`src/hw/rtl/ifd_pkg.sv`:
```
// Package for the IMU frame deframer: frame record type and framing constants.
// No dependencies; used by every module of the block.
`default_nettype none

package ifd_pkg;

  // Framing constants
  localparam int unsigned FRAME_BYTES   = 18;
  localparam int unsigned PAYLOAD_BYTES = FRAME_BYTES - 2;
  localparam int unsigned CNT_W         = $clog2(PAYLOAD_BYTES);
  localparam logic [7:0]  HDR_BYTE      = 8'hA5;

  // Angle scaling: word / 10 toward zero, plus offset
  localparam int unsigned        QUOT_W      = 13;
  localparam int unsigned        RECIP_SHIFT = 19;
  localparam logic [15:0]        RECIP_TEN   = 16'd52429;
  localparam logic signed [13:0] ANGLE_OFS   = 14'sd1800;

  // Status codes
  localparam logic STATUS_OK  = 1'b0;
  localparam logic STATUS_ERR = 1'b1;

  // One received frame as handed from the front to the back
  typedef struct packed {
    logic        ok;
    logic [15:0] accel_x;
    logic [15:0] accel_y;
    logic [15:0] accel_z;
    logic [15:0] rate_z;
    logic [15:0] yaw;
    logic [15:0] pitch;
    logic [15:0] roll;
  } ifd_frame_t;

endpackage

`default_nettype wire

```
`src/hw/rtl/ifd_front.sv`:
```
// Front end of the IMU frame deframer: header hunt, payload collection, checksum.
// Depends on ifd_pkg; pushes finished frames toward ifd_queue.
`default_nettype none

module ifd_front (
  input  wire logic              clk_i,
  input  wire logic              rst_ni,
  input  wire logic              rx_valid_i,
  input  wire logic [7:0]        rx_byte_i,
  input  wire logic              q_full_i,
  output      logic              rx_stall_o,
  output      logic              push_o,
  output      ifd_pkg::ifd_frame_t frame_o
);

  localparam logic [1:0] PH_HUNT1 = 2'd0;
  localparam logic [1:0] PH_HUNT2 = 2'd1;
  localparam logic [1:0] PH_DATA  = 2'd2;
  localparam int unsigned SHIFT_W = 8 * (ifd_pkg::PAYLOAD_BYTES - 1);
  localparam logic [ifd_pkg::CNT_W-1:0] LAST_CNT =
    ifd_pkg::CNT_W'(ifd_pkg::PAYLOAD_BYTES - 1);

  logic [1:0]                phase_q, phase_d;
  logic [ifd_pkg::CNT_W-1:0] cnt_q, cnt_d;
  logic [SHIFT_W-1:0]        shift_q;
  logic                      accept;
  logic                      last_byte;
  logic [15:0]               w7;
  logic [15:0]               csum;

  // Hold bytes while the queue has no room
  assign rx_stall_o = q_full_i;
  assign accept     = rx_valid_i && !rx_stall_o;
  assign last_byte  = (phase_q == PH_DATA) && (cnt_q == LAST_CNT);

  // Phase and byte count
  always_comb begin
    phase_d = phase_q;
    cnt_d   = cnt_q;
    if (accept) begin
      unique case (phase_q)
        PH_HUNT2: begin
          phase_d = (rx_byte_i == ifd_pkg::HDR_BYTE) ? PH_DATA : PH_HUNT1;
          cnt_d   = '0;
        end
        PH_DATA: begin
          if (last_byte) begin
            phase_d = PH_HUNT1;
            cnt_d   = '0;
          end else begin
            cnt_d = cnt_q + 1'b1;
          end
        end
        default: begin
          phase_d = (rx_byte_i == ifd_pkg::HDR_BYTE) ? PH_HUNT2 : PH_HUNT1;
          cnt_d   = '0;
        end
      endcase
    end
  end

  always_ff @(posedge clk_i or negedge rst_ni) begin
    if (!rst_ni) begin
      phase_q <= PH_HUNT1;
      cnt_q   <= '0;
    end else begin
      phase_q <= phase_d;
      cnt_q   <= cnt_d;
    end
  end

  // Shift payload bytes in; oldest byte ends up at the bottom
  always_ff @(posedge clk_i) begin
    if (accept && (phase_q == PH_DATA) && !last_byte) begin
      shift_q <= {rx_byte_i, shift_q[SHIFT_W-1:8]};
    end
  end

  // Checksum word arrives with the final byte
  assign w7   = {rx_byte_i, shift_q[SHIFT_W-1 -: 8]};
  assign csum = shift_q[63:48] + shift_q[79:64] + shift_q[95:80] + shift_q[111:96];

  assign push_o          = accept && last_byte;
  assign frame_o.ok      = (csum == w7);
  assign frame_o.accel_x = shift_q[15:0];
  assign frame_o.accel_y = shift_q[31:16];
  assign frame_o.accel_z = shift_q[47:32];
  assign frame_o.rate_z  = shift_q[63:48];
  assign frame_o.yaw     = shift_q[79:64];
  assign frame_o.pitch   = shift_q[95:80];
  assign frame_o.roll    = shift_q[111:96];

endmodule

`default_nettype wire

```
`src/hw/rtl/ifd_queue.sv`:
```
// Two-slot frame queue between the deframer front and back.
// Depends on ifd_pkg for the frame record type.
`default_nettype none

module ifd_queue (
  input  wire logic                clk_i,
  input  wire logic                rst_ni,
  input  wire logic                push_i,
  input  wire ifd_pkg::ifd_frame_t frame_i,
  input  wire logic                pop_i,
  output      logic                full_o,
  output      logic                valid_o,
  output      ifd_pkg::ifd_frame_t head_o
);

  logic [1:0]          cnt_q, cnt_d;
  ifd_pkg::ifd_frame_t head_q, tail_q;

  assign full_o  = (cnt_q == 2'd2);
  assign valid_o = (cnt_q != 2'd0);
  assign head_o  = head_q;

  // Occupancy
  always_comb begin
    cnt_d = cnt_q;
    if (push_i && !pop_i) begin
      cnt_d = cnt_q + 2'd1;
    end else if (pop_i && !push_i) begin
      cnt_d = cnt_q - 2'd1;
    end
  end

  always_ff @(posedge clk_i or negedge rst_ni) begin
    if (!rst_ni) begin
      cnt_q <= '0;
    end else begin
      cnt_q <= cnt_d;
    end
  end

  // Slot data: head is always the oldest entry
  always_ff @(posedge clk_i) begin
    if (pop_i) begin
      if (push_i && (cnt_q == 2'd1)) begin
        head_q <= frame_i;
      end else begin
        head_q <= tail_q;
        if (push_i) begin
          tail_q <= frame_i;
        end
      end
    end else if (push_i) begin
      if (cnt_q == 2'd0) begin
        head_q <= frame_i;
      end else begin
        tail_q <= frame_i;
      end
    end
  end

endmodule

`default_nettype wire

```
`src/hw/rtl/ifd_back.sv`:
```
// Back end of the IMU frame deframer: angle scaling pipeline and result register.
// Depends on ifd_pkg; drains frames from ifd_queue.
`default_nettype none

module ifd_back (
  input  wire logic                clk_i,
  input  wire logic                rst_ni,
  input  wire logic                q_valid_i,
  input  wire ifd_pkg::ifd_frame_t q_head_i,
  output      logic                pop_o,
  output      logic                out_valid_o,
  input  wire logic                out_stall_i,
  output      logic                status_o,
  output      logic signed [15:0]  accel_x_o,
  output      logic signed [15:0]  accel_y_o,
  output      logic signed [15:0]  accel_z_o,
  output      logic signed [15:0]  rate_z_o,
  output      logic signed [13:0]  yaw_angle_o,
  output      logic signed [13:0]  pitch_angle_o,
  output      logic signed [13:0]  roll_angle_o
);

  localparam int unsigned QW = ifd_pkg::QUOT_W;

  logic [15:0]   ang_w [3];
  logic [15:0]   ang_mag [3];
  logic [31:0]   ang_prod [3];

  logic          s1_valid_q;
  logic          s1_ok_q;
  logic [15:0]   s1_ax_q, s1_ay_q, s1_az_q, s1_rz_q;
  logic [2:0]    s1_neg_q;
  logic [QW-1:0] s1_quot_q [3];

  logic          out_valid_q;
  logic          out_status_q;
  logic [15:0]   out_ax_q, out_ay_q, out_az_q, out_rz_q;
  logic [13:0]   out_ang_q [3];
  logic [13:0]   ang_res [3];
  logic          adv_out;
  logic          adv_s1;

  // Pipeline flow
  assign adv_out = !out_valid_q || !out_stall_i;
  assign adv_s1  = s1_valid_q && adv_out;
  assign pop_o   = q_valid_i && (!s1_valid_q || adv_out);

  // Magnitude times reciprocal of ten
  assign ang_w[0] = q_head_i.yaw;
  assign ang_w[1] = q_head_i.pitch;
  assign ang_w[2] = q_head_i.roll;

  always_comb begin
    for (int k = 0; k < 3; k++) begin
      ang_mag[k]  = ang_w[k][15] ? (16'd0 - ang_w[k]) : ang_w[k];
      ang_prod[k] = ang_mag[k] * ifd_pkg::RECIP_TEN;
    end
  end

  // Stage one: quotient magnitudes and raw words
  always_ff @(posedge clk_i or negedge rst_ni) begin
    if (!rst_ni) begin
      s1_valid_q <= 1'b0;
    end else if (pop_o) begin
      s1_valid_q <= 1'b1;
    end else if (adv_s1) begin
      s1_valid_q <= 1'b0;
    end
  end

  always_ff @(posedge clk_i) begin
    if (pop_o) begin
      s1_ok_q  <= q_head_i.ok;
      s1_ax_q  <= q_head_i.accel_x;
      s1_ay_q  <= q_head_i.accel_y;
      s1_az_q  <= q_head_i.accel_z;
      s1_rz_q  <= q_head_i.rate_z;
      for (int k = 0; k < 3; k++) begin
        s1_neg_q[k]  <= ang_w[k][15];
        s1_quot_q[k] <= ang_prod[k][ifd_pkg::RECIP_SHIFT +: QW];
      end
    end
  end

  // Apply sign and offset
  always_comb begin
    for (int k = 0; k < 3; k++) begin
      ang_res[k] = s1_neg_q[k] ? (ifd_pkg::ANGLE_OFS - {1'b0, s1_quot_q[k]})
                               : (ifd_pkg::ANGLE_OFS + {1'b0, s1_quot_q[k]});
    end
  end

  // Result register; zero the data on a checksum mismatch
  always_ff @(posedge clk_i or negedge rst_ni) begin
    if (!rst_ni) begin
      out_valid_q <= 1'b0;
    end else if (adv_out) begin
      out_valid_q <= s1_valid_q;
    end
  end

  always_ff @(posedge clk_i) begin
    if (adv_s1) begin
      out_status_q <= s1_ok_q ? ifd_pkg::STATUS_OK : ifd_pkg::STATUS_ERR;
      out_ax_q     <= s1_ok_q ? s1_ax_q : 16'd0;
      out_ay_q     <= s1_ok_q ? s1_ay_q : 16'd0;
      out_az_q     <= s1_ok_q ? s1_az_q : 16'd0;
      out_rz_q     <= s1_ok_q ? s1_rz_q : 16'd0;
      for (int k = 0; k < 3; k++) begin
        out_ang_q[k] <= s1_ok_q ? ang_res[k] : 14'd0;
      end
    end
  end

  assign out_valid_o   = out_valid_q;
  assign status_o      = out_status_q;
  assign accel_x_o     = out_ax_q;
  assign accel_y_o     = out_ay_q;
  assign accel_z_o     = out_az_q;
  assign rate_z_o      = out_rz_q;
  assign yaw_angle_o   = out_ang_q[0];
  assign pitch_angle_o = out_ang_q[1];
  assign roll_angle_o  = out_ang_q[2];

endmodule

`default_nettype wire

```
`src/hw/rtl/imu_frame_deframer_core.sv`:
```
// IMU frame deframer top level: ifd_front, ifd_queue and ifd_back, uses ifd_pkg.
// Throughput: one byte per cycle while rx_stall_o is low; one result per 18-byte frame at most.
// Flow: the beat carrying the last payload byte writes the queue; the frame then
// passes the scaling multiply into the stage-one register, then the result register.
// Reset: asynchronous, active low; returns to header hunt, empties queue and pipe.
`default_nettype none

module imu_frame_deframer_core (
  input  wire logic              clk_i,
  input  wire logic              rst_ni,
  input  wire logic              rx_valid_i,
  output      logic              rx_stall_o,
  input  wire logic [7:0]        rx_byte_i,
  output      logic              out_valid_o,
  input  wire logic              out_stall_i,
  output      logic              status_o,
  output      logic signed [15:0] accel_x_o,
  output      logic signed [15:0] accel_y_o,
  output      logic signed [15:0] accel_z_o,
  output      logic signed [15:0] rate_z_o,
  output      logic signed [13:0] yaw_angle_o,
  output      logic signed [13:0] pitch_angle_o,
  output      logic signed [13:0] roll_angle_o
);

  logic                q_full;
  logic                q_push;
  logic                q_pop;
  logic                q_valid;
  ifd_pkg::ifd_frame_t front_frame;
  ifd_pkg::ifd_frame_t q_head;

  ifd_front u_front (
    .clk_i      (clk_i),
    .rst_ni     (rst_ni),
    .rx_valid_i (rx_valid_i),
    .rx_byte_i  (rx_byte_i),
    .q_full_i   (q_full),
    .rx_stall_o (rx_stall_o),
    .push_o     (q_push),
    .frame_o    (front_frame)
  );

  ifd_queue u_queue (
    .clk_i   (clk_i),
    .rst_ni  (rst_ni),
    .push_i  (q_push),
    .frame_i (front_frame),
    .pop_i   (q_pop),
    .full_o  (q_full),
    .valid_o (q_valid),
    .head_o  (q_head)
  );

  ifd_back u_back (
    .clk_i         (clk_i),
    .rst_ni        (rst_ni),
    .q_valid_i     (q_valid),
    .q_head_i      (q_head),
    .pop_o         (q_pop),
    .out_valid_o   (out_valid_o),
    .out_stall_i   (out_stall_i),
    .status_o      (status_o),
    .accel_x_o     (accel_x_o),
    .accel_y_o     (accel_y_o),
    .accel_z_o     (accel_z_o),
    .rate_z_o      (rate_z_o),
    .yaw_angle_o   (yaw_angle_o),
    .pitch_angle_o (pitch_angle_o),
    .roll_angle_o  (roll_angle_o)
  );

endmodule

`default_nettype wire

```
`config.mk`:
```
export PLATFORM = sky130hd
export DESIGN_NAME = imu_frame_deframer_core
export DESIGN_NICKNAME = d
export VERILOG_FILES = /design/src/hw/rtl/ifd_pkg.sv /design/src/hw/rtl/ifd_front.sv /design/src/hw/rtl/ifd_queue.sv /design/src/hw/rtl/ifd_back.sv /design/src/hw/rtl/imu_frame_deframer_core.sv
export SDC_FILE = /design/constraint.sdc
export NUM_CORES = 1
export LEC_CHECK = 0
export BUFFER_PORTS_ARGS = -buffer_cell sky130_fd_sc_hd__buf_4
export CAP_MARGIN = 20
export CELL_PAD_IN_SITES_DETAIL_PLACEMENT = 1
export CELL_PAD_IN_SITES_GLOBAL_PLACEMENT = 1
export CORE_MARGIN = 8
export CORE_UTILIZATION = 45
export CTS_CLUSTER_DIAMETER = 30
export DETAILED_ROUTE_END_ITERATION = 7
export PLACE_DENSITY_LB_ADDON = 0.08
export RECOVER_POWER = 25
export SYNTH_ARGS = -nofsm -noshare
export SYNTH_HDL_FRONTEND = slang
export SYNTH_SLANG_ARGS = --single-unit
```
`constraint.sdc`:
```
create_clock -name clk_i -period 18.35 [get_ports clk_i]
set_clock_uncertainty 0.1 [all_clocks]
set_input_delay 0.9175 -clock clk_i [delete_from_list [all_inputs] [get_ports clk_i]]
set_output_delay 0.9175 -clock clk_i [all_outputs]
set_load 0.005 [all_outputs]
```
## Word level (Yosys, flattened, before mapping)

Memories as Yosys holds them, arrays and structs flattened.
Index checks and enable logic that the tools add are counted.

- Multipliers: 3
- Reduce and logical (&&, ||, !) cells: 28
- Equal/unequal tests: 10
- Add/sub/neg operators: 15
- Muxes and demuxes: 33

Operators by type and width:

| operator | count |
|---|---|
| two-way mux 113 bit | 9 |
| multiplier 16 x 16 -> 32 bit (second input constant) | 3 |
| two-way mux 14 bit | 6 |
| adder 16 bit | 3 |
| two-way mux 16 bit | 3 |
| subtractor 1 x 16 -> 16 bit (first input constant) | 3 |
| adder 11 x 13 -> 14 bit (first input constant) | 3 |
| subtractor 11 x 13 -> 14 bit (first input constant) | 3 |
| equality test 16 bit | 1 |
| logical AND 1 bit | 10 |
| nonzero test 2 bit | 5 |
| equality test 8 bit (second input constant) | 1 |
| two-way mux 1 bit | 8 |
| two-way mux 2 bit | 4 |
| two-way mux 4 bit | 2 |
| zero test 1 bit | 7 |
| adder 4 x 1 -> 4 bit (second input constant) | 1 |
| equality test 2 x 1 -> 1 bit (second input constant) | 2 |
| equality test 2 bit (second input constant) | 2 |
| equality test 4 bit (second input constant) | 1 |
| inequality test 2 x 1 -> 1 bit (second input constant) | 2 |
| one-hot mux 2 bit (2 select lines) | 1 |
| AND reduction 2 bit | 2 |
| AND reduction 3 bit | 1 |
| other kinds (5) | 6 |

- Logic and storage cells: 124
- RAM bits: 81
- Output and inout bits: 109
- Memories: 2
- Input port bits: 12
- Flip-flop bits (word level): 489

Memory list:

| name | depth | width | rd ports | clocked after memory_dff | wr ports | RTL line | source |
|---|---|---|---|---|---|---|---|
| u_back.out_ang_q | 3 | 14 | 3 | 0 | 3 | ifd_back.sv:38 | `logic [13:0] out_ang_q [3];` |
| u_back.s1_quot_q | 3 | 13 | 3 | 0 | 3 | ifd_back.sv:33 | `logic [QW-1:0] s1_quot_q [3];` |

## Longest topological paths before layout

- Word-level depth: 8
- Mapped depth: 30
- Gate-level depth less buffers: 30

## Hierarchy

A second synthesis with hierarchy kept.

- Cell total of the unflattened synthesis: 2958
- Area, all modules: 37745.0 um2

By module, submodules not included:

| module | sequential area each (um2) | area each (um2) | times used | cells each |
|---|---|---|---|---|
| ifd_back | 6476.2 | 22972.0 | 1 | 2154 |
| ifd_queue | 6836.6 | 8359.3 | 1 | 370 |
| ifd_front | 3753.6 | 6413.7 | 1 | 434 |

## Worst setup path before layout

OpenSTA, ideal clock, no wires.

- Path type: input to register
- Start point: input rx_valid_i
- End point: register u_queue.tail_q[0] (netlist bit), enable pin
- Setup slack: -1776 ps
- Path buffers: 0
- Arrival: 18841 ps
- Cell stages on the path: 3
- Library setup time: 1185 ps
- Required time: 17065 ps
- Cell sequence: nor2b_1 nand2_1 a2111oi_0

- Longest elaborated chain between the ends: 5

RTL lines:

| element | RTL line | source |
|---|---|---|
| from (decl) | imu_frame_deframer_core.sv:11 | `input wire logic rx_valid_i,` |
| logical AND 1 bit * | ifd_front.sv:33 | `assign accept = rx_valid_i && !rx_stall_o;` |
| logical AND 1 bit * | ifd_front.sv:83 | `assign push_o = accept && last_byte;` |
| logical AND 1 bit | ifd_queue.sv:44 | `if (push_i && (cnt_q == 2'd1)) begin` |
| inequality test 2 bit (no line) | n/a |  |
| AND reduction 3 bit (no line) * | n/a |  |
| to (signal assigned) | ifd_queue.sv:49 | `tail_q <= frame_i;` |
| to (signal assigned) | ifd_queue.sv:56 | `tail_q <= frame_i;` |
| to (decl) | ifd_queue.sv:17 | `ifd_pkg::ifd_frame_t head_q, tail_q;` |

Mark *: on every way between the ends. The rest lies on a longest branch, timed or not.
A chain may end at the register's enable or synchronous reset.

==> results.cfg <==
[critical_path]
cp-end-kind = flop
worstPathArrival_ns = 8.19
r2r_end = u_back.s1_quot_q[0][33]
worstReg2RegStart = u_queue.head_o[4]
critPathLaunchType = flop
worst-setup-path-type = flop to flop
cp_max_fo = 9
reg2reg_slack_ns = 10.45
worst_ep_required_time_ns = 18.64
worst_path_max_delay_cell = xor2_1
rr_worst_depth = 28
max_stage_delay_ns = 0.68

[route]
wl_per_cell_um = 20.5
routed_via_density = 5.10
drt_iter0_drc = 826
drtAntennaViolNets = 0
dr.pass1.iters = 4
drcViolationCount = 0
num_vias = 21093
routed_wl_mm = 84.7

[sta]
fmax_mhz = 127
fin_crit_sh_pct = 43.1
setup_tns_ns = 0
worstMarginPinSlew_ns = 1.07
slew_viol_final = 0
period_minus_slack_ns = 7.90
hold_viol = 0
setup-violations-final = 0
rsz0062_at_grt = no
slew-limit-headroom_pct = 28.5

[yosys]
ys_types = 71
syn_inst = 2764
synth_edf_count = 560
synth_seq_area_share_pct = 47.1
synth_area_um2 = 36200
synth.avg_cell_area_um2 = 13.1
synth_seq_cells = 570
ys.flop_type = edfxtp_1
ys_async_sr_fraction_pct = 1.75
ys_warn_count = 0
synth.net_count = 3442

[layout]
area_growth_pct = 17.4
final_common_cell = edfxtp_1
layout-drive-gt1-share_pct = 15.1
nets = 3652
layout_common_cells = edfxtp_1, inv_1, ha_1

[die]
die_area_um2 = 89900
core-area_um2 = 80200
start_util_pct = 45.2
top_level_ports = 121
rows = 104
die_h_um = 300
die_w_um = 300

[clocking]
cts_max_level = 3
root_buffer = clkbuf_16
cts_tree = done
clockBufferDepth = 3
clk_pin_slew_ns = 0.05
cts_inserted_buffers = 113
cts-resized-gates = 0
clk_latency_ns = 0.69
cts.sinks = 570

[placed_design]
portBuffers = 120
hpwl_mm = 64.3
gp_congestion = 0.895

[global_routing]
grt_pass1_wl_mm = 136
antenna_found_initial = 5
grt_max_degree = 73
grt_overflow = 0
grt_pass1_vias = 23968
grt_usage_pct = 19.1

[min_path]
hold_start = u_queue.head_o[82]
hold_path_depth = 0
worstHoldPathType = flop to flop
hold-path-endpoint = u_back.s1_ay_q[2]

[run_status]
outcome = finished clean

[job]
max-cap-violations = 0
[area by class of cell]
cell class | instances | area [um^2]
Multi-Input combinational cell | 1686 | 17300
Timing Repair Buffer | 132 | 960
Tap cell | 1060 | 1330
Sequential cell | 570 | 17100
Antenna cell | 2 | 5.00
Clock buffer | 120 | 2850
Inverter | 471 | 1770
Fill cell | 8016 | 37600
Clock inverter | 95 | 1270
[routing by layer]
metal	global-route usage, %	share of wire (%)	up-vias
li1	-	-	9947
met1	24.8	45	10729
met2	33.0	50	291
met3	3.15	3.4	126
met4	5.27	2.2	0
met5	0	0	-
[per-stage QoR]
| stage | area [um^2] | std cells | util (%) | hold slack, ns | setup WS, ns |
|---|---|---|---|---|---|
| 2_1_floorplan | 36200 | 2764 | - | 0.300 | 3.80 |
| 3_3_place_gp | 38500 | 3918 | 48.0 | 0.301 | 10.51 |
| 3_5_place_dp | 38500 | 3918 | 48.0 | 0.305 | 10.37 |
| 4_1_cts | 42600 | 4134 | 53.1 | 0.301 | 10.37 |
| 5_1_grt | 42600 | 4134 | 53.1 | 0.319 | 9.78 |
| 6_report | 42600 | 4136 | 53.1 | 0.316 | 10.45 |
[worst max-delay path: cells and delay by family, from the launching register on]
kind / cells / cell delay [ns]
DFF: 1 / 0.46
AOI/OAI and AO/OA: 9 / 2.22
and+or+nand+nor: 7 / 1.30
buffers and inverters: 4 / 0.34
adders and majority gates: 6 / 2.35
xor gates and xnor gates: 2 / 0.87
[how the worst max path moves through the flow]
stage | start | end | slack [ns] | cells past startpoint
after floorplan | rx_valid_i | u_queue.tail_q[0] | 3.80 | 3
after global placement | u_queue.head_o[4] | u_back.s1_quot_q[0][33] | 10.51 | 28
after detailed placement | u_queue.head_o[4] | u_back.s1_quot_q[0][33] | 10.37 | 28
after CTS | u_queue.head_o[4] | u_back.s1_quot_q[0][33] | 10.37 | 28
after global routing | u_queue.head_o[4] | u_back.s1_quot_q[0][33] | 9.78 | 28
final | u_queue.head_o[4] | u_back.s1_quot_q[0][33] | 10.45 | 28
[Yosys cell counts, types with 35 or more instances]
cell,n,area (um^2)
and2_1,72,450
nand2_1,81,304
clkbuf_1,35,131
ha_1,421,5270
inv_1,471,1770
nor2_1,99,372
o21ai_0,70,350
fa_1,245,4900
xor2_1,75,657
a21oi_1,88,440
mux2_2,114,1280
edfxtp_1,560,16800
xnor2_1,151,1320
[what timing repair did]
action | 4_1_cts | 5_1_grt
setup buffers | 0 | 0
hold endpoints to repair | 10 | 0
hold buffers | 1 | 0
setup endpoints to repair | 0 | 0
[cells by family after synthesis]
group	after synthesis	share of synthesized area, %
mux	124	3.82
fa+ha+maj	666	28.1
buf+inv	508	5.26
flops	570	47.1
simple gates	411	5.86
xor+xnor	228	5.55
compound gates	257	4.36
[flip-flops by register name (all words and copies together) (netlist names), 39 cells and up]
signal            count
u_queue.tail_q      113
u_back.out_ang_q     42
u_back.s1_quot_q     39
u_front.shift_q     120
u_queue.head_o      113
Power is left out: the tool's default activity adds up to more than one toggle a clock period on the data nets, which glitch-free logic cannot reach.
